`config.mk`:
```
export PLATFORM = sky130hd
export DESIGN_NAME = fsoc_queue
export DESIGN_NICKNAME = d
export VERILOG_FILES = /design/src/rtl/core/fsoc_pkg.sv /design/src/rtl/core/fsoc_queue.sv
export SDC_FILE = /design/constraint.sdc
export NUM_CORES = 1
export LEC_CHECK = 0
export ABC_CLOCK_PERIOD_IN_PS = 3300
export BUFFER_PORTS_ARGS = -buffer_cell sky130_fd_sc_hd__buf_2
export CAP_MARGIN = 20
export CORE_MARGIN = 1
export CORE_UTILIZATION = 29
export CTS_CLUSTER_SIZE = 30
export DETAILED_ROUTE_END_ITERATION = 10
export PLACE_DENSITY_LB_ADDON = 0.2
export SLEW_MARGIN = 20
export SYNTH_ARGS = -nofsm -noshare
export SYNTH_HDL_FRONTEND = slang
export SYNTH_SLANG_ARGS = --single-unit
```
`constraint.sdc`:
```
create_clock -name clk -period 3.3 [get_ports clk]
set_input_delay 0.825 -clock clk [delete_from_list [all_inputs] [get_ports clk]]
set_output_delay 0.825 -clock clk [all_outputs]
set_load 0.01 [all_outputs]
```
`src/rtl/core/fsoc_pkg.sv`:
```
// Shared types and constants of the formation slot offset calculator.
package fsoc_pkg;

	// field widths
	localparam int SLOT_W = 8;
	localparam int POS_W  = 25;
	localparam int HDG_W  = 9;
	localparam int TURN_W = 16;
	localparam int GAP_W  = 16;
	localparam int RAD_W  = 22;
	localparam int ADDR_W = 2;

	// pattern codes
	localparam logic [2:0] PAT_NONE   = 3'd0;
	localparam logic [2:0] PAT_LINE   = 3'd1;
	localparam logic [2:0] PAT_WEDGE  = 3'd2;
	localparam logic [2:0] PAT_CIRCLE = 3'd3;
	localparam logic [2:0] PAT_COLUMN = 3'd4;

	// register indexes
	localparam logic [ADDR_W-1:0] REG_PATTERN = 2'd0;
	localparam logic [ADDR_W-1:0] REG_MEMBERS = 2'd1;
	localparam logic [ADDR_W-1:0] REG_GAP     = 2'd2;
	localparam logic [GAP_W-1:0]  GAP_RESET   = 16'd1000;

	// queue between front and back
	localparam int QUEUE_DEPTH = 4;
	localparam int QPTR_W      = 2;
	localparam int QCNT_W      = 3;

	// divider and trig pipeline depths
	localparam int MOD_STEPS  = 8;
	localparam int TURN_STEPS = 16;
	localparam int DIV_STEPS  = 17;
	localparam int DIV_LAT    = MOD_STEPS + DIV_STEPS;
	localparam int TRIG_LAT   = 12;
	localparam int PIPE_LAT   = DIV_LAT + TRIG_LAT;

	localparam logic [8:0] DEG_FULL = 9'd360;

	// Q30 work format
	localparam int          WORK_BITS = 30;
	localparam logic [30:0] WORK_ONE  = 31'h4000_0000;
	localparam logic [31:0] PI_WORK   = 32'd3373259426;

	// exact division of a 30-bit value by a small constant: (w * MAG) >> SH
	localparam logic [31:0] SIN_MAG [4] = '{
		32'(((64'd1 << 37) + 64'd71) / 64'd72),
		32'(((64'd1 << 36) + 64'd41) / 64'd42),
		32'(((64'd1 << 35) + 64'd19) / 64'd20),
		32'(((64'd1 << 33) + 64'd5) / 64'd6)
	};
	localparam int SIN_SH [4] = '{37, 36, 35, 33};
	localparam logic [31:0] COS_MAG [4] = '{
		32'(((64'd1 << 37) + 64'd89) / 64'd90),
		32'(((64'd1 << 36) + 64'd55) / 64'd56),
		32'(((64'd1 << 35) + 64'd29) / 64'd30),
		32'(((64'd1 << 34) + 64'd11) / 64'd12)
	};
	localparam int COS_SH [4] = '{37, 36, 35, 34};

	// radius: 24-bit n*gap divided by 6
	localparam logic [24:0] RAD_MAG = 25'(((64'd1 << 27) + 64'd5) / 64'd6);
	localparam int          RAD_SH  = 27;

	typedef struct packed {
		logic                    circ;
		logic [SLOT_W-1:0]       ring_idx;
		logic signed [POS_W-1:0] x;
		logic signed [POS_W-1:0] y;
	} fsoc_item_t;

endpackage

```
`src/rtl/core/fsoc_queue.sv`:
```
// Short FIFO between the front stage and the back pipeline.
module fsoc_queue (
	input  logic                 clk,
	input  logic                 arst_n,
	input  logic                 push,
	input  fsoc_pkg::fsoc_item_t wr_item,
	input  logic                 pop,
	output fsoc_pkg::fsoc_item_t rd_item,
	output logic                 full,
	output logic                 empty
);
	import fsoc_pkg::*;

	fsoc_item_t        mem_q [QUEUE_DEPTH];
	logic [QPTR_W-1:0] wr_ptr_q;
	logic [QPTR_W-1:0] rd_ptr_q;
	logic [QCNT_W-1:0] count_q;

	assign full    = (count_q == QCNT_W'(QUEUE_DEPTH));
	assign empty   = (count_q == '0);
	assign rd_item = mem_q[rd_ptr_q];

	always_ff @(posedge clk or negedge arst_n) begin
		if (!arst_n) begin
			wr_ptr_q <= '0;
			rd_ptr_q <= '0;
			count_q  <= '0;
		end else begin
			if (push) begin
				wr_ptr_q <= wr_ptr_q + 1'b1;
			end
			if (pop) begin
				rd_ptr_q <= rd_ptr_q + 1'b1;
			end
			case ({push, pop})
				2'b10:   count_q <= count_q + 1'b1;
				2'b01:   count_q <= count_q - 1'b1;
				default: count_q <= count_q;
			endcase
		end
	end

	always_ff @(posedge clk) begin
		if (push) begin
			mem_q[wr_ptr_q] <= wr_item;
		end
	end

`ifndef SYNTHESIS
	a_no_overflow: assert property (@(posedge clk) disable iff (!arst_n)
		push |-> (count_q != QCNT_W'(QUEUE_DEPTH)))
		else $error("queue push while full");
	a_no_underflow: assert property (@(posedge clk) disable iff (!arst_n)
		pop |-> (count_q != '0))
		else $error("queue pop while empty");
	a_count_up: assert property (@(posedge clk) disable iff (!arst_n)
		(push && !pop) |=> (count_q == $past(count_q) + 1'b1))
		else $error("queue count did not follow a push");
`endif

endmodule

```
Yosys cells after proc, flatten, opt, wreduce, memory -nomap -nowiden
Memories as Yosys holds them, arrays and structs flattened.
Index checks and enable logic that the tools add are counted.
{ "totals": {"reg_bits": 7, "ramBits": 236, "output_inout_bits": 61, "word_cells": 16, "memories": 1} }
{ "op_classes": {"n_addsub": 4, "eq_ne": 3, "mux": 3, "reduce_logical": 2} }
{ "memory_table": {"columns": ["memory", "depth", "width", "rd", "rd_clocked_by_memory_dff", "wr", "line", "source"], "rows": [
  ["mem_q", 4, 59, 1, 0, 1, "fsoc_queue.sv:14", "fsoc_item_t mem_q [QUEUE_DEPTH];"]
]} }
{ "op_table": {"columns": ["operator", "count"], "rows": [
  ["case mux 3 bit (2 select lines)", 1],
  ["adder 2 x 1 -> 2 bit, second input constant", 2],
  ["adder 3 x 1 -> 3 bit, second input constant", 1],
  ["== test 3 bit, second input constant", 1],
  ["zero test 3 bit", 1],
  ["subtractor 3 x 1 -> 3 bit, second input constant", 1],
  ["== test 2 x 1 -> 1 bit, second input constant", 1],
  ["== test 2 bit, second input constant", 1],
  ["2-to-1 mux 1 bit", 2],
  ["nonzero test 2 bit", 1]
]} }

Logic depth before layout (Yosys ltp)
Gate-level depths: netlist of run 1.
{ "depth": {"depth_word": 2, "mapped_depth": 7, "mapped_depth_nobuf": 7} }

Worst setup path before layout of run 1
Ideal clock, no wire load.
{ "synth_path": {"path_kind": "in2reg", "startpoint": "input push", "endpoint": "memory mem_q[0][0] in the netlist's numbering (enable)", "setup_time_ps": 423, "arrival_time_ps": 2220, "setup_slack_ps": 657, "path_stages": 1, "path_buffers": 0, "cell_sequence": "and2_1"} }
{ "synth_via": {"elab_chain_len": 2} }
{ "synth_rtl": {"columns": ["element", "line", "source"], "rows": [
  ["start, declared", "fsoc_queue.sv:5", "input logic push,"],
  ["2-to-1 mux 1 bit", "fsoc_queue.sv:44", "if (push) begin"],
  ["2-to-1 mux 1 bit (implied by the code)", "fsoc_queue.sv:45", "mem_q[wr_ptr_q] <= wr_item;"],
  ["end, declared", "fsoc_queue.sv:14", null]
]} }
No other way between the ends.

==> results of run 1 <==
-- cells in the mapped netlist --
| master | count |
|---|---|
| sky130_fd_sc_hd__xnor2_1 | 2 |
| sky130_fd_sc_hd__mux4_1 | 1 |
| sky130_fd_sc_hd__nor3_1 | 1 |
| sky130_fd_sc_hd__ha_1 | 5 |
| sky130_fd_sc_hd__and2_1 | 4 |
| sky130_fd_sc_hd__xor2_1 | 4 |
| sky130_fd_sc_hd__nor2_1 | 1 |
| sky130_fd_sc_hd__edfxtp_1 | 236 |
| sky130_fd_sc_hd__clkbuf_1 | 1 |
| sky130_fd_sc_hd__o21ai_0 | 2 |
| sky130_fd_sc_hd__fa_1 | 1 |
| sky130_fd_sc_hd__and3_1 | 1 |
| sky130_fd_sc_hd__mux4_2 | 58 |
| sky130_fd_sc_hd__nand2_1 | 3 |
| sky130_fd_sc_hd__buf_2 | 6 |
| sky130_fd_sc_hd__inv_1 | 6 |
| sky130_fd_sc_hd__buf_6 | 1 |
| sky130_fd_sc_hd__dfrtp_1 | 7 |
| sky130_fd_sc_hd__buf_12 | 6 |
-- how the worst max path moves through the flow --
| stage | slack, ns | depth (start not counted) | end | startpoint |
|---|---|---|---|---|
| 4_1_cts | 0.15 | 3 | rd_item[43] | rd_ptr_q[0] |
| 2_1_floorplan | 0.66 | 1 | mem_q[0][0] | push |
| 3_3_place_gp | 0.75 | 3 | rd_item[43] | rd_ptr_q[0] |
| 3_5_place_dp | 0.72 | 3 | rd_item[43] | rd_ptr_q[0] |
| 5_1_grt | 0.1 | 3 | rd_item[43] | rd_ptr_q[0] |
| 6_report | 0.25 | 3 | rd_item[35] | rd_ptr_q[0] |
-- power groups by stage --
stage          clock (mW)  sequential [mW]  combinational, mW
6_report             2.74             4.34               2.61
5_1_grt              2.95             4.41               2.87
4_1_cts              2.84             4.36               2.74
3_5_place_dp            0             4.43               2.73
3_3_place_gp            0             4.39               2.71
2_1_floorplan           0             4.22               1.91
-- cell type report --
class                   instances  area (um^2)
clock inverters                16          116
multi-input cells              83         1540
well taps                     396          495
fillers                      2828        19600
flip-flops and latches        243         7270
inverters                       6         22.5
repair buffers                132          771
clock buffers                  32          694
-- cells in the final DEF (no fill, tap or decap) --
| cell type | n |
|---|---|
| sky130_fd_sc_hd__o21ai_0 | 2 |
| sky130_fd_sc_hd__dfrtp_1 | 5 |
| sky130_fd_sc_hd__and2_4 | 4 |
| sky130_fd_sc_hd__clkinv_1 | 13 |
| sky130_fd_sc_hd__nor2_1 | 1 |
| sky130_fd_sc_hd__buf_4 | 2 |
| sky130_fd_sc_hd__edfxtp_1 | 236 |
| sky130_fd_sc_hd__xor2_1 | 4 |
| sky130_fd_sc_hd__fa_1 | 1 |
| sky130_fd_sc_hd__mux4_2 | 58 |
| sky130_fd_sc_hd__inv_1 | 6 |
| sky130_fd_sc_hd__bufinv_16 | 2 |
| sky130_fd_sc_hd__ha_1 | 5 |
| sky130_fd_sc_hd__and3_1 | 1 |
| sky130_fd_sc_hd__dfrtp_4 | 2 |
| sky130_fd_sc_hd__nor3_1 | 1 |
| sky130_fd_sc_hd__clkinvlp_4 | 1 |
| sky130_fd_sc_hd__mux4_1 | 1 |
| sky130_fd_sc_hd__xnor2_1 | 2 |
| sky130_fd_sc_hd__nand2_1 | 3 |
| sky130_fd_sc_hd__clkbuf_1 | 5 |
| sky130_fd_sc_hd__clkbuf_16 | 27 |
| sky130_fd_sc_hd__buf_2 | 123 |
| sky130_fd_sc_hd__buf_12 | 7 |
-- flip-flops by register name, summed over array words and instances, names as in the netlist --
register,flops
rd_ptr_q,2
count_q,3
mem_q,236
wr_ptr_q,2
-- per-stage QoR --
step | util, % | area [um^2]
finish | 35.8 | 10900
global route | 35.8 | 10900
CTS | 35.8 | 10900
detailed placement | 33.1 | 10100
global placement | 33.1 | 10100
floorplan | - | 8980
-- metal layers --
layer	vias up	routed length [um]	global-route usage [%]
met5	-	13	0
met4	2	454	3.70
met3	28	1060	3.00
met2	102	9140	20.6
met1	2109	6700	12.7
li1	1764	-	-
-- cells by family after synthesis --
| logic type | share of synthesized area [%] |
|---|---|
| flip-flops | 80.9 |
| multiplexers | 14.8 |
| buffers and inverters | 2.09 |
| AND/OR/NAND/NOR | 0.571 |
| XOR/XNOR | 0.585 |
| adder cells (fa/ha/maj) | 0.920 |
| AO/OA/AOI/OAI | 0.111 |
-- worst register-to-register path, cell delays in order, from the launching register on --
cell and delay (ns):
sky130_fd_sc_hd__dfrtp_1 0.42, sky130_fd_sc_hd__inv_1 0.10, sky130_fd_sc_hd__ha_1 0.14, sky130_fd_sc_hd__and2_4 0.47, sky130_fd_sc_hd__buf_12 0.30
==> key figures, run 1 <==
Outcome
  • Run status: completed

Critical path
  • Worst R2R Start: wr_ptr_q[0]
  • Critical Path AT: 2.23 ns
  • Required time at the endpoint of the critical path: 2.47 ns
  • Crit-path max FO: 19
  • Critical path's slowest cell: sky130_fd_sc_hd__dfrtp_4
  • Category of the worst setup path launch point: flop
  • Kind of critical path: flop to primary output
  • CP cell instances: buf_4 > mux4_2 > buf_2
  • Highest cell delay on the worst timing path: 0.70 ns
  • Reg-to-Reg End: mem_q[2][32]
  • CP Capture Type: primary output
  • Setup slack on the worst flop-to-flop path: between 1.5 and 2 ns
  • Depth of the worst register-to-register path: 4
  • Critical path's top delay family: flip-flops
  • Combined buffer and inverter count along the critical path: 2

Synthesis
  • Synth cell types: 19
  • Leading area contributor after synthesis: sky130_fd_sc_hd__edfxtp_1
  • Average instance area after synthesis: about 26 um^2
  • Largest cells by area after synthesis: sky130_fd_sc_hd__edfxtp_1 79%, sky130_fd_sc_hd__mux4_2 15%, sky130_fd_sc_hd__dfrtp_1 2.0%
  • Syn Nets: 415
  • Number of register bits inferred by synthesis: 243
  • Warnings from Yosys: 0
  • Top-area cell type share of the netlist area: slightly below 80%
  • Cells after synthesis: ~350
  • Mapped cell area: 0.00898 mm^2
  • Share of synthesized area occupied by flip-flops and latches: 80.9%

Global routing
  • Global-route wire length before repair: 26400 um
  • Total gr overflow: 0
  • GRT Util Overall: 11.3%
  • Vias in the first global route: 4502
  • Antenna violations before repair: 1
  • Maximum number of pins on one net before global-route repair: 35

Run
  • Maximum Capacitance Violations: 0

Clocking
  • TritonCTS Buffers: 26
  • Clock transition at the registers of the reported paths: around 0.060 ns
  • Number of buffers inserted for hold repair after clock tree synthesis: 0
  • Clock Tree Root: sky130_fd_sc_hd__clkbuf_16
  • Clock latency on the worst-skew pair: 0.52 ns
  • TritonCTS Sinks: 243
  • Buffers inserted during post-CTS setup optimization: 0
  • Max H-tree Level: 1
  • Buffers from clock root to sink, at most: 3
  • TritonCTS clock tree: yes
  • Count of instances resized after the clock tree is built: 0

Route
  • Vias: 4005
  • Mean routed wirelength per cell: 19.1 um
  • Vias per Instance: 4.41
  • Antenna violation net count after detailed routing: 0
  • Detailed Route Iter0 Violations: 233
  • DRC violation count after routing: 0
  • Routed Wire Length: about 17000 um
  • 1st-pass router iterations: 4

Placement
  • Dpl hpwl: 10700 um
  • Final estimated routing congestion in global placement: approximately 0.67
  • Placed Instances: 860
  • Post-place setup slack: 0.722 ns
  • Port bufs: 123

Floorplanning
  • Starting Density: between 20% and 30%
  • Chip width: 178 um
  • Number of placement rows: 64
  • Vertical extent of the die: 178 um
  • Core Region: 0.0305 mm^2
  • Die Area: 0.0317 mm^2
  • Number of ports placed on the die boundary: 124

Timing
  • Setup repair after global routing missed its margin: false
  • Final Hold Violating Endpoints: 0
  • Worst hold slack across all endpoints: 0.135 ns
  • Final setup slack of the worst path: about 0.25 ns
  • Min cycle time layout: 3.05 ns
  • Slew at the pin with the worst max-slew slack: 0.533 ns
  • Worst Clk Skew: 0.0110 ns
  • Worst slew slack as a fraction of its limit: 64.5%
  • Fin. max-slew vios: 0
  • Number of endpoints failing setup at the final stage: 0
  • Final setup TNS: 0 ns
  • Portion of the clock cycle consumed by the worst path in the final layout: 92.5%
  • Highest achievable clock rate: roughly 330 MHz

Power
  • Cell area power density: around 890 mW/mm^2
  • Fraction of power consumed by combinational cells: 27.0%
  • Pint: 6.96 mW
  • Clock group share of total power: ~28%
  • Part of the total power dissipated in sequential elements: 44.8%
  • Switch share: 28.2%
  • Total power consumption of the routed design: 9.69 mW
  • Peak supply drop: about 380 uV
  • Leakage power figure: 3.70 nW
  • Switching Power: 2.73 mW

Layout
  • Proportion of layout cells with a drive suffix above 1: between 40 and 50%
  • Number of standard cells in the final layout excluding fillers: 908
  • Area growth from synthesis to layout: 21.5%
  • Net count reported at finish: 561
  • Final antenna diode count: 0

Min path
  • Hold crit path type: input port to async pin
(Power assumes the default switching activity.)
==> run 2: changes to the inputs <==
--- a/config.mk
+++ b/config.mk
@@ -8,10 +8,12 @@
 export ABC_CLOCK_PERIOD_IN_PS = 3300
 export BUFFER_PORTS_ARGS = -buffer_cell sky130_fd_sc_hd__buf_2
 export CAP_MARGIN = 20
+export CORE_ASPECT_RATIO = 1.4
 export CORE_MARGIN = 1
 export CORE_UTILIZATION = 29
 export CTS_CLUSTER_SIZE = 30
 export DETAILED_ROUTE_END_ITERATION = 10
+export GPL_TIMING_DRIVEN = 0
 export PLACE_DENSITY_LB_ADDON = 0.2
 export SLEW_MARGIN = 20
 export SYNTH_ARGS = -nofsm -noshare
==> run 2 against run 1 <==
Register-to-register slack worse by 0.03 ns. Hold slack gained 0.0018 ns. Non-clock buffer count rose by 9. Final cell count decreased by 0.88%. Sequential share of layout area barely moved. Worst setup slack better by 0.19 ns. Combinational power grew 11%. Wire length fell by 0.90%. First-iteration DRC count fell by 43%. Highest routed layer unchanged.
==> key figures, run 2 (synthesized netlist as in run 1, its figures left out) <==
Outcome
  • Run status: completed

Timing
  • Final setup TNS: 0 ns (unchanged)
  • Worst Clk Skew: 0.0100 ns (-0.00103 ns)
  • Portion of the clock cycle consumed by the worst path in the final layout: 86.6% (-5.9 points)
  • Worst slew slack as a fraction of its limit: 62.7% (-1.8 points)
  • Final Hold Violating Endpoints: 0 (unchanged)
  • Fin. max-slew vios: 0 (unchanged)
  • Slew at the pin with the worst max-slew slack: 0.560 ns (+0.0269 ns)
  • Setup repair after global routing missed its margin: false
  • Highest achievable clock rate: 350 MHz (+6.8%)
  • Number of endpoints failing setup at the final stage: 0 (unchanged)
  • Min cycle time layout: 2.86 ns (-0.194 ns)

Layout
  • Most used cells in the layout excluding fill and tap cells: 236 x sky130_fd_sc_hd__edfxtp_1, 129 x sky130_fd_sc_hd__buf_2, 58 x sky130_fd_sc_hd__mux4_2, 25 x sky130_fd_sc_hd__clkbuf_16, 10 x sky130_fd_sc_hd__buf_12
  • Proportion of layout cells with a drive suffix above 1: 45.6% (+1.5 points)
  • Biggest regs: mem_q (236), count_q (3)
  • Largest register FFs: 236 (unchanged)
  • Area growth from synthesis to layout: 21.3%
  • Largest Register: mem_q
  • Filler Cell Count: 2850 (+0.78%)
  • Most frequent standard cell in the layout excluding fill and tap cells: sky130_fd_sc_hd__edfxtp_1
  • Final standard cell area without fillers: 0.0109 mm^2 (-0.16%)
  • Net count reported at finish: 568 (+1.2%)
  • Final antenna diode count: 0 (unchanged)

Placement
  • Placed standard-cell area: 0.0102 mm^2 (+0.68%)
  • Port bufs: 123 (unchanged)
  • Dpl hpwl: 10900 um (+1.5%)
  • Final estimated routing congestion in global placement: 0.700 (+3.9%)

Critical path
  • Critical Path AT: 2.03 ns (-0.20 ns)
  • Crit-path max FO: 10 (-9)
  • Required time at the endpoint of the critical path: 2.47 ns (about the same)
  • CP Capture Type: primary output
  • Category of the worst setup path launch point: flop
  • Kind of critical path: flop to primary output

Power
  • Leakage power figure: 3.73 nW (+0.72%)
  • Cell area power density: 882 mW/mm^2 (-0.73%)
  • Peak supply drop: 483 uV (+27%)

Clocking
  • TritonCTS Buffers: 24 (-7.7%)
  • Max H-tree Level: 1 (unchanged)
  • Buffers inserted during post-CTS setup optimization: 0 (unchanged)
  • Clock transition at the registers of the reported paths: 0.06 ns (about the same)
  • TritonCTS clock tree: yes
  • TritonCTS Sinks: 243 (unchanged)
  • Clock Tree Root: sky130_fd_sc_hd__clkbuf_16
  • Buffers from clock root to sink, at most: 3 (unchanged)
  • Number of buffers inserted for hold repair after clock tree synthesis: 0 (unchanged)
  • Count of instances resized after the clock tree is built: 0 (unchanged)
  • Clock latency on the worst-skew pair: 0.51 ns (about the same)

Route
  • Vias: 4037 (+0.80%)
  • Mean routed wirelength per cell: 19.1 um (about the same)
  • Routed Wire Length: 17200 um (-0.90%)
  • Antenna violation net count after detailed routing: 0 (unchanged)
  • DRC violation count after routing: 0 (unchanged)
  • Detailed Route Iter0 Violations: 132 (-43%)
  • Vias per Instance: 4.49 (+1.7%)
  • 1st-pass router iterations: 4 (unchanged)

Global routing
  • Total gr overflow: 0 (unchanged)
  • GRT Util Overall: 11.2% (-0.058 points)
  • Maximum number of pins on one net before global-route repair: 32 (-8.6%)
  • Global-route wire length before repair: 26100 um (-1.2%)
  • Vias in the first global route: 4508 (+0.13%)
  • Antenna violations before repair: 1 (unchanged)

Floorplanning
  • Number of placement rows: 75 (+17%)
  • Starting Density: 29.7% (+0.29 points)
  • Chip width: 151 um (-15%)
  • Number of ports placed on the die boundary: 124 (unchanged)
  • Core Region: 0.0302 mm^2 (-0.96%)
  • Die Area: 0.0317 mm^2 (about the same)
  • Vertical extent of the die: 210 um (+18%)

Min path
  • Hold crit path type: input port to async pin

Run
  • Maximum Capacitance Violations: 0 (unchanged)
[run 2: final timing paths]
kind,start,endpoint,slack [ns],depth (start not counted)
max in group asynchronous,arst_n,wr_ptr_q[1],2.99,1
max,rd_ptr_q[1],rd_item[27],0.44,4
min,arst_n,count_q[2],0.14,1
min reg2reg,count_q[2],count_q[2],0.52,1
min in group clk,count_q[2],count_q[2],0.52,1
max reg2reg,wr_ptr_q[1],mem_q[1][15],1.49,4
[run 2: report_power, final]
part | leakage, nW | internal [mW] | switching, mW
clock network | 0.363 | 1.45 | 1.08
logic | 1.12 | 1.38 | 1.53
registers | 2.25 | 4.04 | 0.127
total | 3.73 | 6.87 | 2.74
[run 2: worst max-delay path: stages, from the launching register on]
cell                       delay [ns]
sky130_fd_sc_hd__dfrtp_1         0.32
sky130_fd_sc_hd__clkbuf_1        0.29
sky130_fd_sc_hd__buf_2           0.38
sky130_fd_sc_hd__mux4_2          0.37
sky130_fd_sc_hd__buf_2           0.16
[run 2: cell type report]
| cell class | instances | area, um^2 | area share (%) |
|---|---|---|---|
| clock inverters | 14 | 87.6 | 0.804 |
| inverters | 6 | 22.5 | 0.207 |
| repair buffers | 127 | 696 | 6.39 |
| multi-input cells | 83 | 1540 | 14.1 |
| flip-flops and latches | 243 | 7260 | 66.7 |
| well taps | 385 | 482 | 4.42 |
| plain buffers | 14 | 165 | 1.52 |
| clock buffers | 28 | 637 | 5.85 |
[run 2: metrics by stage]
step	total power [mW]	util (%)	cells	hold WS [ns]	setup slack, ns
floorplan	6.13	-	346	0.457	0.657
global placement	7.22	33.3	854	0.475	-0.896
detailed placement	7.27	33.6	858	0.508	0.892
CTS	9.83	36.0	900	0.115	0.333
global route	10.1	36.0	900	0.130	0.277
finish	9.60	36.0	900	0.137	0.441
[run 2: layer usage]
metal	vias up	track usage, %	wire length (um)	part of all wire, %
li1	1775	-	-	-
met1	2142	12.8	6630	39
met2	90	20.5	9350	54
met3	28	2.08	782	4.5
met4	2	4.66	431	2.5
met5	-	0	9	0.052
