`src/rtl/core/fsoc_pkg.sv`:
```
// Shared types and constants of the formation slot offset calculator.
package fsoc_pkg;

	// field widths
	localparam int SLOT_W = 8;
	localparam int POS_W  = 25;
	localparam int HDG_W  = 9;
	localparam int TURN_W = 16;
	localparam int GAP_W  = 16;
	localparam int RAD_W  = 22;
	localparam int ADDR_W = 2;

	// pattern codes
	localparam logic [2:0] PAT_NONE   = 3'd0;
	localparam logic [2:0] PAT_LINE   = 3'd1;
	localparam logic [2:0] PAT_WEDGE  = 3'd2;
	localparam logic [2:0] PAT_CIRCLE = 3'd3;
	localparam logic [2:0] PAT_COLUMN = 3'd4;

	// register indexes
	localparam logic [ADDR_W-1:0] REG_PATTERN = 2'd0;
	localparam logic [ADDR_W-1:0] REG_MEMBERS = 2'd1;
	localparam logic [ADDR_W-1:0] REG_GAP     = 2'd2;
	localparam logic [GAP_W-1:0]  GAP_RESET   = 16'd1000;

	// queue between front and back
	localparam int QUEUE_DEPTH = 4;
	localparam int QPTR_W      = 2;
	localparam int QCNT_W      = 3;

	// divider and trig pipeline depths
	localparam int MOD_STEPS  = 8;
	localparam int TURN_STEPS = 16;
	localparam int DIV_STEPS  = 17;
	localparam int DIV_LAT    = MOD_STEPS + DIV_STEPS;
	localparam int TRIG_LAT   = 12;
	localparam int PIPE_LAT   = DIV_LAT + TRIG_LAT;

	localparam logic [8:0] DEG_FULL = 9'd360;

	// Q30 work format
	localparam int          WORK_BITS = 30;
	localparam logic [30:0] WORK_ONE  = 31'h4000_0000;
	localparam logic [31:0] PI_WORK   = 32'd3373259426;

	// exact division of a 30-bit value by a small constant: (w * MAG) >> SH
	localparam logic [31:0] SIN_MAG [4] = '{
		32'(((64'd1 << 37) + 64'd71) / 64'd72),
		32'(((64'd1 << 36) + 64'd41) / 64'd42),
		32'(((64'd1 << 35) + 64'd19) / 64'd20),
		32'(((64'd1 << 33) + 64'd5) / 64'd6)
	};
	localparam int SIN_SH [4] = '{37, 36, 35, 33};
	localparam logic [31:0] COS_MAG [4] = '{
		32'(((64'd1 << 37) + 64'd89) / 64'd90),
		32'(((64'd1 << 36) + 64'd55) / 64'd56),
		32'(((64'd1 << 35) + 64'd29) / 64'd30),
		32'(((64'd1 << 34) + 64'd11) / 64'd12)
	};
	localparam int COS_SH [4] = '{37, 36, 35, 34};

	// radius: 24-bit n*gap divided by 6
	localparam logic [24:0] RAD_MAG = 25'(((64'd1 << 27) + 64'd5) / 64'd6);
	localparam int          RAD_SH  = 27;

	typedef struct packed {
		logic                    circ;
		logic [SLOT_W-1:0]       ring_idx;
		logic signed [POS_W-1:0] x;
		logic signed [POS_W-1:0] y;
	} fsoc_item_t;

endpackage

```
`src/rtl/core/fsoc_front.sv`:
```
// Front stage: takes a slot beat, works out the straight patterns, flags circle slots.
module fsoc_front (
	input  logic                        clk,
	input  logic                        arst_n,
	input  logic                        in_valid,
	output logic                        in_ready,
	input  logic [fsoc_pkg::SLOT_W-1:0] slot,
	input  logic [2:0]                  kind,
	input  logic [7:0]                  members,
	input  logic [fsoc_pkg::GAP_W-1:0]  gap,
	input  logic                        q_full,
	output logic                        push,
	output fsoc_pkg::fsoc_item_t        item
);
	import fsoc_pkg::*;

	logic                    f_valid_s1;
	fsoc_item_t              item_s1;
	fsoc_item_t              item_c;
	logic [SLOT_W-1:0]       row;
	logic [23:0]             prod;
	logic signed [POS_W-1:0] prod_sv;
	logic signed [POS_W-1:0] half_sv;
	logic signed [POS_W-1:0] hgap_sv;

	assign in_ready = !f_valid_s1 || !q_full;
	assign push     = f_valid_s1 && !q_full;
	assign item     = item_s1;

	always_comb begin
		case (kind)
			PAT_LINE:   row = slot;
			PAT_WEDGE:  row = SLOT_W'((9'(slot) + 9'd1) >> 1);
			PAT_COLUMN: row = slot >> 1;
			default:    row = '0;
		endcase
		prod    = 24'(row) * 24'(gap);
		prod_sv = $signed({1'b0, prod});
		half_sv = $signed({2'b00, prod[23:1]});
		hgap_sv = $signed({10'd0, gap[GAP_W-1:1]});

		item_c.circ     = (kind == PAT_CIRCLE) && (members >= 8'd2) && (slot != '0);
		item_c.ring_idx = slot - 8'd1;
		item_c.x        = '0;
		item_c.y        = '0;
		case (kind)
			PAT_LINE: begin
				item_c.y = -prod_sv;
			end
			PAT_WEDGE: begin
				// slot 0 has row 0, so it lands on the origin by itself
				item_c.y = -prod_sv;
				item_c.x = slot[0] ? -half_sv : half_sv;
			end
			PAT_COLUMN: begin
				item_c.y = -prod_sv;
				item_c.x = slot[0] ? hgap_sv : -hgap_sv;
			end
			default: begin
				item_c.x = '0;
			end
		endcase
	end

	always_ff @(posedge clk or negedge arst_n) begin
		if (!arst_n) begin
			f_valid_s1 <= 1'b0;
		end else if (in_ready) begin
			f_valid_s1 <= in_valid;
		end
	end

	always_ff @(posedge clk) begin
		if (in_ready && in_valid) begin
			item_s1 <= item_c;
		end
	end

endmodule

```
`config.mk`:
```
export PLATFORM = sky130hd
export DESIGN_NAME = fsoc_front
export DESIGN_NICKNAME = d
export VERILOG_FILES = /design/src/rtl/core/fsoc_pkg.sv /design/src/rtl/core/fsoc_front.sv
export SDC_FILE = /design/constraint.sdc
export NUM_CORES = 1
export LEC_CHECK = 0
export ABC_AREA = 1
export BUFFER_PORTS_ARGS = -buffer_cell sky130_fd_sc_hd__buf_2
export CAP_MARGIN = 20
export CELL_PAD_IN_SITES_DETAIL_PLACEMENT = 1
export CELL_PAD_IN_SITES_GLOBAL_PLACEMENT = 1
export CORE_ASPECT_RATIO = 0.75
export CORE_MARGIN = 4
export CORE_UTILIZATION = 45
export CTS_CLUSTER_DIAMETER = 80
export DETAILED_ROUTE_END_ITERATION = 8
export PLACE_DENSITY = 0.83
export REMOVE_ABC_BUFFERS = 1
export SYNTH_ARGS = -nofsm -noshare
export SYNTH_HDL_FRONTEND = slang
export SYNTH_SLANG_ARGS = --single-unit
```
`constraint.sdc`:
```
create_clock -name clk -period 4.1 [get_ports clk]
set_input_delay 0.205 -clock clk [delete_from_list [all_inputs] [get_ports clk]]
set_output_delay 0.205 -clock clk [all_outputs]
set_load 0.01 [all_outputs]
```
==> metrics, run 1 <==
status stopped before the end; step where the flow halted clock tree synthesis; stop err [ERROR DPL-0033] detailed placement checks failed during check placement.; I/O Buffers 98; synth top area cells edfxtp_1, fa_1, inv_1, nand2_1, ha_1; largest family of logic cells by synthesized area simple AND/OR/NAND/NOR gates; H-tree depth 3; register area share after synthesis 0.211; most frequent cell after synthesis inv_1; Die H 127 um; Yosys cell types 49; top_reg_cell synth edfxtp_1; Syn Inst Count 1157; Final GP Congestion 0.908; Clock Tree Buf Depth 2; worst slack, placed -2.23 ns; chip width 167 um; post-CTS setup buffers 72; # hold bufs at CTS 1; HPWL reported at the end of detailed placement 27.6 mm; area fraction of the dominant cell type after synthesis 0.208; mux contribution to synthesized area 0; Post-DP Area 0.0109 mm^2; EDFF count, synth 59; Initial Util 0.460; synthesized area per cell 7.38 um^2; Synth Area in Compound Gates 0.0818; # rows 43; cell taking the most area after synthesis edfxtp_1; top-level I/O count 100; CTS sink cnt 60; CTS buffer count 9; Yosys reg bits 60; post-CTS sizing 455; Async SR Flop Fraction 0.0167; Post-Synth XOR/XNOR Area 0.0174; post-synthesis cell area 0.00853 mm^2; Post-Synth Adder-Cell Area 0.270; clock root cell clkbuf_16; Synth top cells by count inv_1, nand2_1, nor2_1, fa_1, nand3_1; synth warn 0; simple-gate share of the synthesized area 0.296
logic make-up after synthesis:
kind of cell	after synthesis
AND/OR/NAND/NOR	544
buffers and inverters	278
adder cells (fa/ha/maj)	134
AO/OA/AOI/OAI	124
flip-flops	60
XOR/XNOR	17
through the flow:
stage / cells / setup TNS [ns]
after detailed placement: 1687 / -81.80
after floorplan: 1132 / -62.20
after global placement: 1687 / -71.87
==> inputs of run 2 (changes only) <==
--- a/config.mk
+++ b/config.mk
@@ -8,14 +8,10 @@
 export ABC_AREA = 1
 export BUFFER_PORTS_ARGS = -buffer_cell sky130_fd_sc_hd__buf_2
 export CAP_MARGIN = 20
-export CELL_PAD_IN_SITES_DETAIL_PLACEMENT = 1
-export CELL_PAD_IN_SITES_GLOBAL_PLACEMENT = 1
-export CORE_ASPECT_RATIO = 0.75
 export CORE_MARGIN = 4
-export CORE_UTILIZATION = 45
-export CTS_CLUSTER_DIAMETER = 80
+export CORE_UTILIZATION = 40
 export DETAILED_ROUTE_END_ITERATION = 8
-export PLACE_DENSITY = 0.83
+export PLACE_DENSITY_LB_ADDON = 0.15
 export REMOVE_ABC_BUFFERS = 1
 export SYNTH_ARGS = -nofsm -noshare
 export SYNTH_HDL_FRONTEND = slang
==> metrics, run 2 <==
Worst R2R Setup Slack 2.08 ns; Worst Path Buf+Inv 12; register area share after synthesis 0.211; Hold Path End f_valid_s1; CTS tree done; CTS buffer count 9; synthesized area per cell 7.38 um^2; worst slack, placed -2.06 ns; fin. max-slew vios 0; Final WS setup -1.38 ns; CP startpoint kind input pin; HPWL reported at the end of detailed placement 22.1 mm; Final GP Congestion 0.909; largest net degree at the start of global routing 36; Top cell by count, worst path nor2_4; critical path arrival 5.54 ns; final core occ 0.652; CTS sink cnt 60; f_max 183 MHz; Yosys cell types 49; vias in the first global route 9168; area grow syn2layout 60.6%; Syn Inst Count 1157; met3 usage 0.0394; Yosys reg bits 60; P per Cell Area 402 mW/mm^2; clk_skew 0.00897 ns; Clock Pin Slew Worst Setup and Hold Paths 0.06 ns; maximum VDD drop 0.221 mV; GRT Util Overall 0.248; layout cells sized above 1 0.514; initial antenna violation count 0; Final setup viols 43; Die H 154 um; CP max stage cell fa_2; Clock Tree Buf Depth 2; synth top area cells edfxtp_1, fa_1, inv_1, nand2_1, ha_1; fin crit period 5.48 ns; H-tree depth 3; Synth top cells by count inv_1, nand2_1, nor2_1, fa_1, nand3_1; Initial Util 0.406; max FFs per register 59; top_reg_cell synth edfxtp_1; via count 9110; Hold Crit Class in -> reg; most common cell after layout, fill and taps aside buf_4; DRT iter0 DRCs 451; CP top delay family adder cells; EDFF count, synth 59; status finished, violations left; Core Region 0.0210 mm^2; DR DRC count 0; most frequent cells in the layout buf_4, inv_1, nand2_1; Async SR Flop Fraction 0.0167; critical path class in -> reg; clock root cell clkbuf_16; critical path endpoint category flip-flop; violated checks negative setup slack; Final Cycle Share 1.34; latest clock arrival within the worst-skew pair 0.34 ns; WHS Path Cells 3; CP max FO 6; Crit path largest cell delay 0.53 ns; # rows 53; vias per inst 5.07; FILL cells 1690; Max Cap Viol 0; worst-case reg-to-reg path depth 2; GR peak layer met2; detailed-route wire length per cell 16.8 um; top-level I/O count 100; GR Util met2 0.432; Reg-to-Reg End item[36]; synth warn 0; global-route wire length before repair 46.7 mm; relative slew slack 0.405; # diodes 0; met1 Track Usage GR 0.314; chip width 154 um; ANT nets after route 0; Nets 1691; Hold Startpoint in_valid; Req. time, crit path 4.16 ns; most frequent cell after synthesis inv_1; reg2reg start f_valid_s1; remaining global-route overflow 0; area fraction of the dominant cell type after synthesis 0.208; Die Area 0.0237 mm^2; RSZ-0062 raised after global routing true; I/O Buffers 98; post-synthesis cell area 0.00853 mm^2; Leakage 6.75 nW; cell taking the most area after synthesis edfxtp_1; Routed WL 30.2 mm; First-pass DRT Iterations 5; pin slew with the least headroom to its limit 0.890 ns; Fin. Hold Viols 0
==> run 2: cell counts after synthesis <==
Identical to the previous run, type by type.
==> run 2: report_power, final <==
group | switching (W) | total [W] | leakage [nW] | internal, W
registers | 0.0000112 | 0.000762 | 0.592 | 0.000750
clock network | 0.000291 | 0.000760 | 0.132 | 0.000469
logic | 0.00216 | 0.00399 | 6.03 | 0.00183
total | 0.00246 | 0.00551 | 6.75 | 0.00305
==> run 2: kinds of logic after synthesis <==
group | after synthesis | synth area share
fa+ha+maj | 134 | 0.270
compound gates | 124 | 0.0818
simple gates | 544 | 0.296
buf+inv | 278 | 0.124
flops | 60 | 0.211
xor+xnor | 17 | 0.0174
==> run 2: repair_timing <==
action | 4_1_cts | 5_1_grt
pin swaps | 152 | 148
hold endpoints to repair | 1 | 0
buffers inserted | 43 | 24
cloned | 2 | 0
gates resized for setup | 331 | 196
endpoints found under the setup margin | 43 | 43
hold buffers | 1 | 0
==> run 2: worst reg2reg max path, stage by stage, from the launching register on <==
cell	delay (ns)
dfrtp_1	0.42
a21oi_4	0.72
buf_4	0.52
==> run 2: area by class of cell <==
cell class	instances	area [um^2]	area share
Multi-Input combinational cell	819	7330	0.535
Clock buffer	10	229	0.0167
Clock inverter	6	65.1	0.00475
Timing Repair Buffer	374	2940	0.215
Inverter	253	993	0.0725
Tap cell	275	344	0.0251
Timing Repair inverter	1	7.51	0.000548
Sequential cell	60	1800	0.131
==> run 2: layer usage <==
| metal | vias up | wire, um |
|---|---|---|
| met3 | 65 | 1610 |
| met5 | - | 0 |
| met4 | 0 | 1100 |
| met2 | 259 | 15300 |
| li1 | 4363 | - |
| met1 | 4423 | 12200 |
==> run 2: how the worst max path moves through the flow <==
stage / startpoint / depth (start not counted) / endpoint
finish: slot[0] / 35 / item[44]
global placement: slot[0] / 36 / item[46]
floorplan: slot[0] / 34 / item[21]
detailed placement: slot[0] / 34 / item[46]
global route: slot[0] / 37 / item[47]
CTS: slot[0] / 35 / item[44]
==> run 2: through the flow <==
step | setup TNS (ns) | total power (W) | cell area, um^2 | hold WS, ns | std cells
after floorplan | -62.20 | 0.00223 | 8430 | -0.0906 | 1132
after global placement | -72.30 | 0.00337 | 10900 | -0.0193 | 1716
after detailed placement | -75.05 | 0.00339 | 10900 | -0.0187 | 1716
after CTS | -44.01 | 0.00489 | 12800 | 0.0858 | 1776
after global routing | -54.60 | 0.00585 | 13700 | 0.109 | 1798
final | -46.06 | 0.00551 | 13700 | 0.0912 | 1798
No activity file was read; power rests on OpenSTA's default activity.
==> inputs of run 3 (changes only) <==
--- a/config.mk
+++ b/config.mk
@@ -6,11 +6,11 @@
 export NUM_CORES = 1
 export LEC_CHECK = 0
 export ABC_AREA = 1
-export BUFFER_PORTS_ARGS = -buffer_cell sky130_fd_sc_hd__buf_2
 export CAP_MARGIN = 20
 export CORE_MARGIN = 4
 export CORE_UTILIZATION = 40
 export DETAILED_ROUTE_END_ITERATION = 8
+export DONT_BUFFER_PORTS = 1
 export PLACE_DENSITY_LB_ADDON = 0.15
 export REMOVE_ABC_BUFFERS = 1
 export SYNTH_ARGS = -nofsm -noshare
==> metrics, run 3 (synthesis results as in run 2) <==
status finished, violations left; violated checks negative setup slack; top-level I/O count 100; fin crit period 5.34 ns; CP max FO 7; Comb power frac 0.691; critical path arrival 5.40 ns; Die Area 0.0237 mm^2; clock root cell clkbuf_16; layout cells sized above 1 0.424; Initial Util 0.406; max FFs per register 59; Die H 154 um; FILL cells 1860; DRT iter0 DRCs 507; vias per inst 5.09; # diodes 0; Final Cycle Share 1.30; GRT Util Overall 0.245; FF/Latch Area 0.00180 mm^2; CP startpoint kind input pin; largest net degree at the start of global routing 45; CTS sink cnt 60; chip width 154 um; ANT nets after route 0; fin. max-slew vios 0; detailed-route wire length per cell 17.4 um; most common cell after layout, fill and taps aside buf_4; NetSw 0.00224 W; P per Cell Area 409 mW/mm^2; Clock Tree Buf Depth 2; First-pass DRT Iterations 5; Core Region 0.0210 mm^2; clk_skew 0.00949 ns; multi-input logic area 0.00699 mm^2; H-tree depth 3; pin slew with the least headroom to its limit 0.853 ns; via count 8483; Hold Crit Class in -> reg; CP max stage cell fa_1; CTS buffer count 9; Max Cap Viol 0; Clock Pin Slew Worst Setup and Hold Paths 0.06 ns; Req. time, crit path 4.16 ns; Flop pwr share 0.157; maximum VDD drop 0.229 mV; Clock power frac 0.152; Fin. Hold Viols 0; Routed WL 29.0 mm; Final setup viols 43; worst slack, placed -1.81 ns; Final GP Congestion 0.888; global-route wire length before repair 45.9 mm; latest clock arrival within the worst-skew pair 0.34 ns; HPWL reported at the end of detailed placement 21.6 mm; critical path endpoint category flip-flop; Switching Fraction 0.442; relative slew slack 0.430; vias in the first global route 8693; critical path class in -> reg; DR DRC count 0; area grow syn2layout 45.6%; Nets 1558; design internal power 0.00284 W; # rows 53; RSZ-0062 raised after global routing true; I/O Buffers 0; Leakage 5.99 nW; final core occ 0.591; initial antenna violation count 0; Final WS setup -1.24 ns; Crit path largest cell delay 0.53 ns; remaining global-route overflow 0; f_max 187 MHz; CTS tree done; most frequent cells in the layout buf_4, inv_1, nand2_1
[run 3: worst paths after layout]
path | slack [ns] | end | start | depth (start not counted)
setup / recovery | -1.24 | item[44] | slot[2] | 33
hold / removal | 0.009 | f_valid_s1 | in_valid | 2
setup reg to reg | 2.10 | item[34] | f_valid_s1 | 2
hold reg to reg | 0.66 | f_valid_s1 | f_valid_s1 | 2
max in group asynchronous | 3.94 | f_valid_s1 | arst_n | 1
min in group asynchronous | 0.06 | f_valid_s1 | arst_n | 1
[run 3: metrics by stage]
step / cells / TNS (ns) / power, W / area (um^2) / hold slack [ns]
2_1_floorplan: 1132 / -62.20 / 0.00223 / 8430 / -0.0906
3_3_place_gp: 1582 / -64.49 / 0.00325 / 10100 / -0.0906
3_5_place_dp: 1582 / -66.08 / 0.00326 / 10100 / -0.0905
4_1_cts: 1646 / -38.33 / 0.00478 / 11800 / 0.00226
5_1_grt: 1665 / -51.27 / 0.00542 / 12400 / 0.0150
6_report: 1665 / -41.12 / 0.00508 / 12400 / 0.00861
[run 3: worst max-delay path: cells and delay by family]
family | cells | cell delay [ns]
buffers and inverters | 9 | 0.91
AND/OR/NAND/NOR | 17 | 1.81
AO/OA/AOI/OAI | 2 | 0.19
adder cells (fa/ha/maj) | 5 | 2.26
[run 3: layer usage]
| metal | track usage | wire length (um) | up-vias |
|---|---|---|---|
| met1 | 0.305 | 12100 | 4108 |
| li1 | - | - | 4078 |
| met2 | 0.417 | 14400 | 246 |
| met4 | 0.0774 | 841 | 0 |
| met5 | 0 | 0 | - |
| met3 | 0.0616 | 1670 | 51 |
[run 3: final cells by class]
type                            instances  share of cell area
Clock buffer                            9              0.0181
Clock inverter                          7             0.00604
Inverter                              253              0.0803
Multi-Input combinational cell        819               0.562
Sequential cell                        60               0.145
Tap cell                              275              0.0277
Timing Repair Buffer                  237               0.158
Timing Repair inverter                  5             0.00302
[run 3: power by group through the flow]
| stage | clock network [W] | registers [W] | logic, W |
|---|---|---|---|
| 2_1_floorplan | 0 | 0.000808 | 0.00143 |
| 3_3_place_gp | 0 | 0.000813 | 0.00244 |
| 3_5_place_dp | 0 | 0.000815 | 0.00245 |
| 4_1_cts | 0.000793 | 0.000802 | 0.00319 |
| 5_1_grt | 0.000820 | 0.000804 | 0.00380 |
| 6_report | 0.000772 | 0.000799 | 0.00351 |
[run 3: repair_timing]
action                                  4_1_cts  5_1_grt
resized for setup                           283      127
hold buffers                                  1        0
cloned                                        5        0
pin swaps                                   121       72
hold endpoints to repair                      1        0
setup buffers                                43       20
endpoints found under the setup margin       43       43
==> inputs of run 4 (changes only) <==
--- a/config.mk
+++ b/config.mk
@@ -5,7 +5,6 @@
 export SDC_FILE = /design/constraint.sdc
 export NUM_CORES = 1
 export LEC_CHECK = 0
-export ABC_AREA = 1
 export CAP_MARGIN = 20
 export CORE_MARGIN = 4
 export CORE_UTILIZATION = 40
==> metrics, run 4 <==
clock root cell clkbuf_16; ANT nets after route 0; Core Region 0.0203 mm^2; GRT Util Overall 0.203; fin crit period 5.84 ns; vias per inst 5.20; area fraction of the dominant cell type after synthesis 0.214; area grow syn2layout 40.8%; worst-case reg-to-reg path depth 3; placed cells 1292; synthesized area per cell 9.05 um^2; CP max FO 5; Die Area 0.0231 mm^2; Clock Pin Slew Worst Setup and Hold Paths 0.06 ns; critical path class in -> reg; Initial Util 0.409; non-filler cells, final 1370; Final Cycle Share 1.43; Crit path largest cell delay 0.53 ns; Fin. Hold Viols 0; register area share after synthesis 0.217; Nets 1268; fin. max-slew vios 0; RSZ-0062 raised after global routing true; f_max 171 MHz; max FFs per register 59; Top cell by count, worst path buf_4; Max Cap Viol 0; latest clock arrival within the worst-skew pair 0.33 ns; Reg-to-Reg End item[29]; Clock Tree Buf Depth 2; Syn Inst Count 917; via count 7122; Die H 152 um; final hold slack 0.0748 ns; post-synthesis cell area 0.00830 mm^2; initial antenna violation count 1; vias in the first global route 7387; First-pass DRT Iterations 4; relative slew slack 0.301; H-tree depth 3; most common cell after layout, fill and taps aside buf_4; synth top area cells edfxtp_1, fa_1, ha_1, inv_1, and2_1; HPWL reported at the end of detailed placement 17.9 mm; I/O Buffers 0; Final GP Congestion 0.870; status finished, violations left; Async SR Flop Fraction 0.0167; chip width 152 um; Hold Crit Class in -> async; Final setup viols 41; maximum VDD drop 0.239 mV; pin slew with the least headroom to its limit 1.04 ns; # diodes 0; CTS sink cnt 60; most frequent cell after synthesis inv_1; P per Cell Area 394 mW/mm^2; CTS tree done; clk_skew 0.0140 ns; Worst Path Buf+Inv 8; detailed-route wire length per cell 17.4 um; critical path arrival 5.87 ns; CP top delay family adder cells; EDFF count, synth 59; DRT iter0 DRCs 272; CP max stage cell fa_1; Yosys reg bits 60; largest net degree at the start of global routing 40; critical path endpoint category flip-flop; Final WS setup -1.74 ns; Worst Setup SP slot[1]; reg2reg start f_valid_s1; Synth top cells by count inv_1, fa_1, nor2_1, nand2_1; violated checks negative setup slack; CTS buffer count 9; # rows 52; Req. time, crit path 4.13 ns; global-route wire length before repair 38.8 mm; Routed WL 23.9 mm; synth warn 0; layout cells sized above 1 0.396; top_reg_cell synth edfxtp_1; Leakage 5.13 nW; setup_tns -49.46 ns; Yosys cell types 76; most frequent cells in the layout buf_4, inv_1, fa_1; top-level I/O count 100; cell taking the most area after synthesis edfxtp_1; CP startpoint kind input pin; Worst R2R Setup Slack 2.11 ns; remaining global-route overflow 0; DR DRC count 0
-- run 4: cell types whose count changed after synthesis, moves of 38 or more --
| cell | before | now |
|---|---|---|
| nand2_1 | 229 | 63 |
| inv_1 | 234 | 112 |
| nor2_1 | 151 | 79 |
| and2_1 | 1 | 59 |
| nand3_1 | 62 | 14 |
| nor2b_1 | 0 | 39 |
| xnor2_1 | 4 | 42 |
-- run 4: layer usage --
| metal | global-route usage | part of all wire | up-vias |
|---|---|---|---|
| met5 | 0 | 0 | - |
| met4 | 0.0539 | 0.017 | 0 |
| met3 | 0.0262 | 0.035 | 25 |
| met2 | 0.343 | 0.49 | 148 |
| met1 | 0.276 | 0.46 | 3561 |
| li1 | - | - | 3388 |
-- run 4: what timing repair did --
action,CTS,global route
gates cloned,0,0
endpoints found under the hold margin,2,0
setup endpoints to repair,41,42
resized for setup,175,109
pin swaps,126,75
hold buffers,2,0
setup buffers,42,24
-- run 4: final cells by class --
class,count,area [um^2]
Timing Repair Buffer,217,1850
Sequential cell,60,1800
Clock inverter,7,75.1
Clock buffer,9,225
Fill cell,1784,8620
Inverter,113,432
Multi-Input combinational cell,694,6970
Tap cell,270,338
-- run 4: where the power goes --
part	internal [W]	switching, W	leakage (nW)
sequential	0.000755	0.0000460	0.592
combinational	0.00156	0.00149	4.39
clock	0.000472	0.000275	0.150
-- run 4: kinds of logic after synthesis --
logic type | count (synthesis) | share of synthesized area
buffers and inverters | 163 | 0.0755
AO/OA/AOI/OAI | 138 | 0.117
XOR/XNOR | 80 | 0.0876
AND/OR/NAND/NOR | 339 | 0.221
adder cells (fa/ha/maj) | 134 | 0.278
multiplexers | 3 | 0.00407
flip-flops | 60 | 0.217
-- run 4: worst max path at each step --
stage	slack, ns	cells after the start	to
4_1_cts	-1.65	28	item[46]
6_report	-1.74	28	item[44]
3_3_place_gp	-2.40	24	item[44]
3_5_place_dp	-2.41	24	item[17]
2_1_floorplan	-2.50	23	item[17]
5_1_grt	-1.99	29	item[44]
-- run 4: stage by stage --
step                setup slack (ns)  utilization  power, W  cell area [um^2]
floorplan                      -2.50            -   0.00209              8100
global placement               -2.40        0.474   0.00293              9620
detailed placement             -2.41        0.474   0.00294              9620
CTS                            -1.65        0.543   0.00423             11000
global route                   -1.99        0.575   0.00490             11700
finish                         -1.74        0.575   0.00460             11700
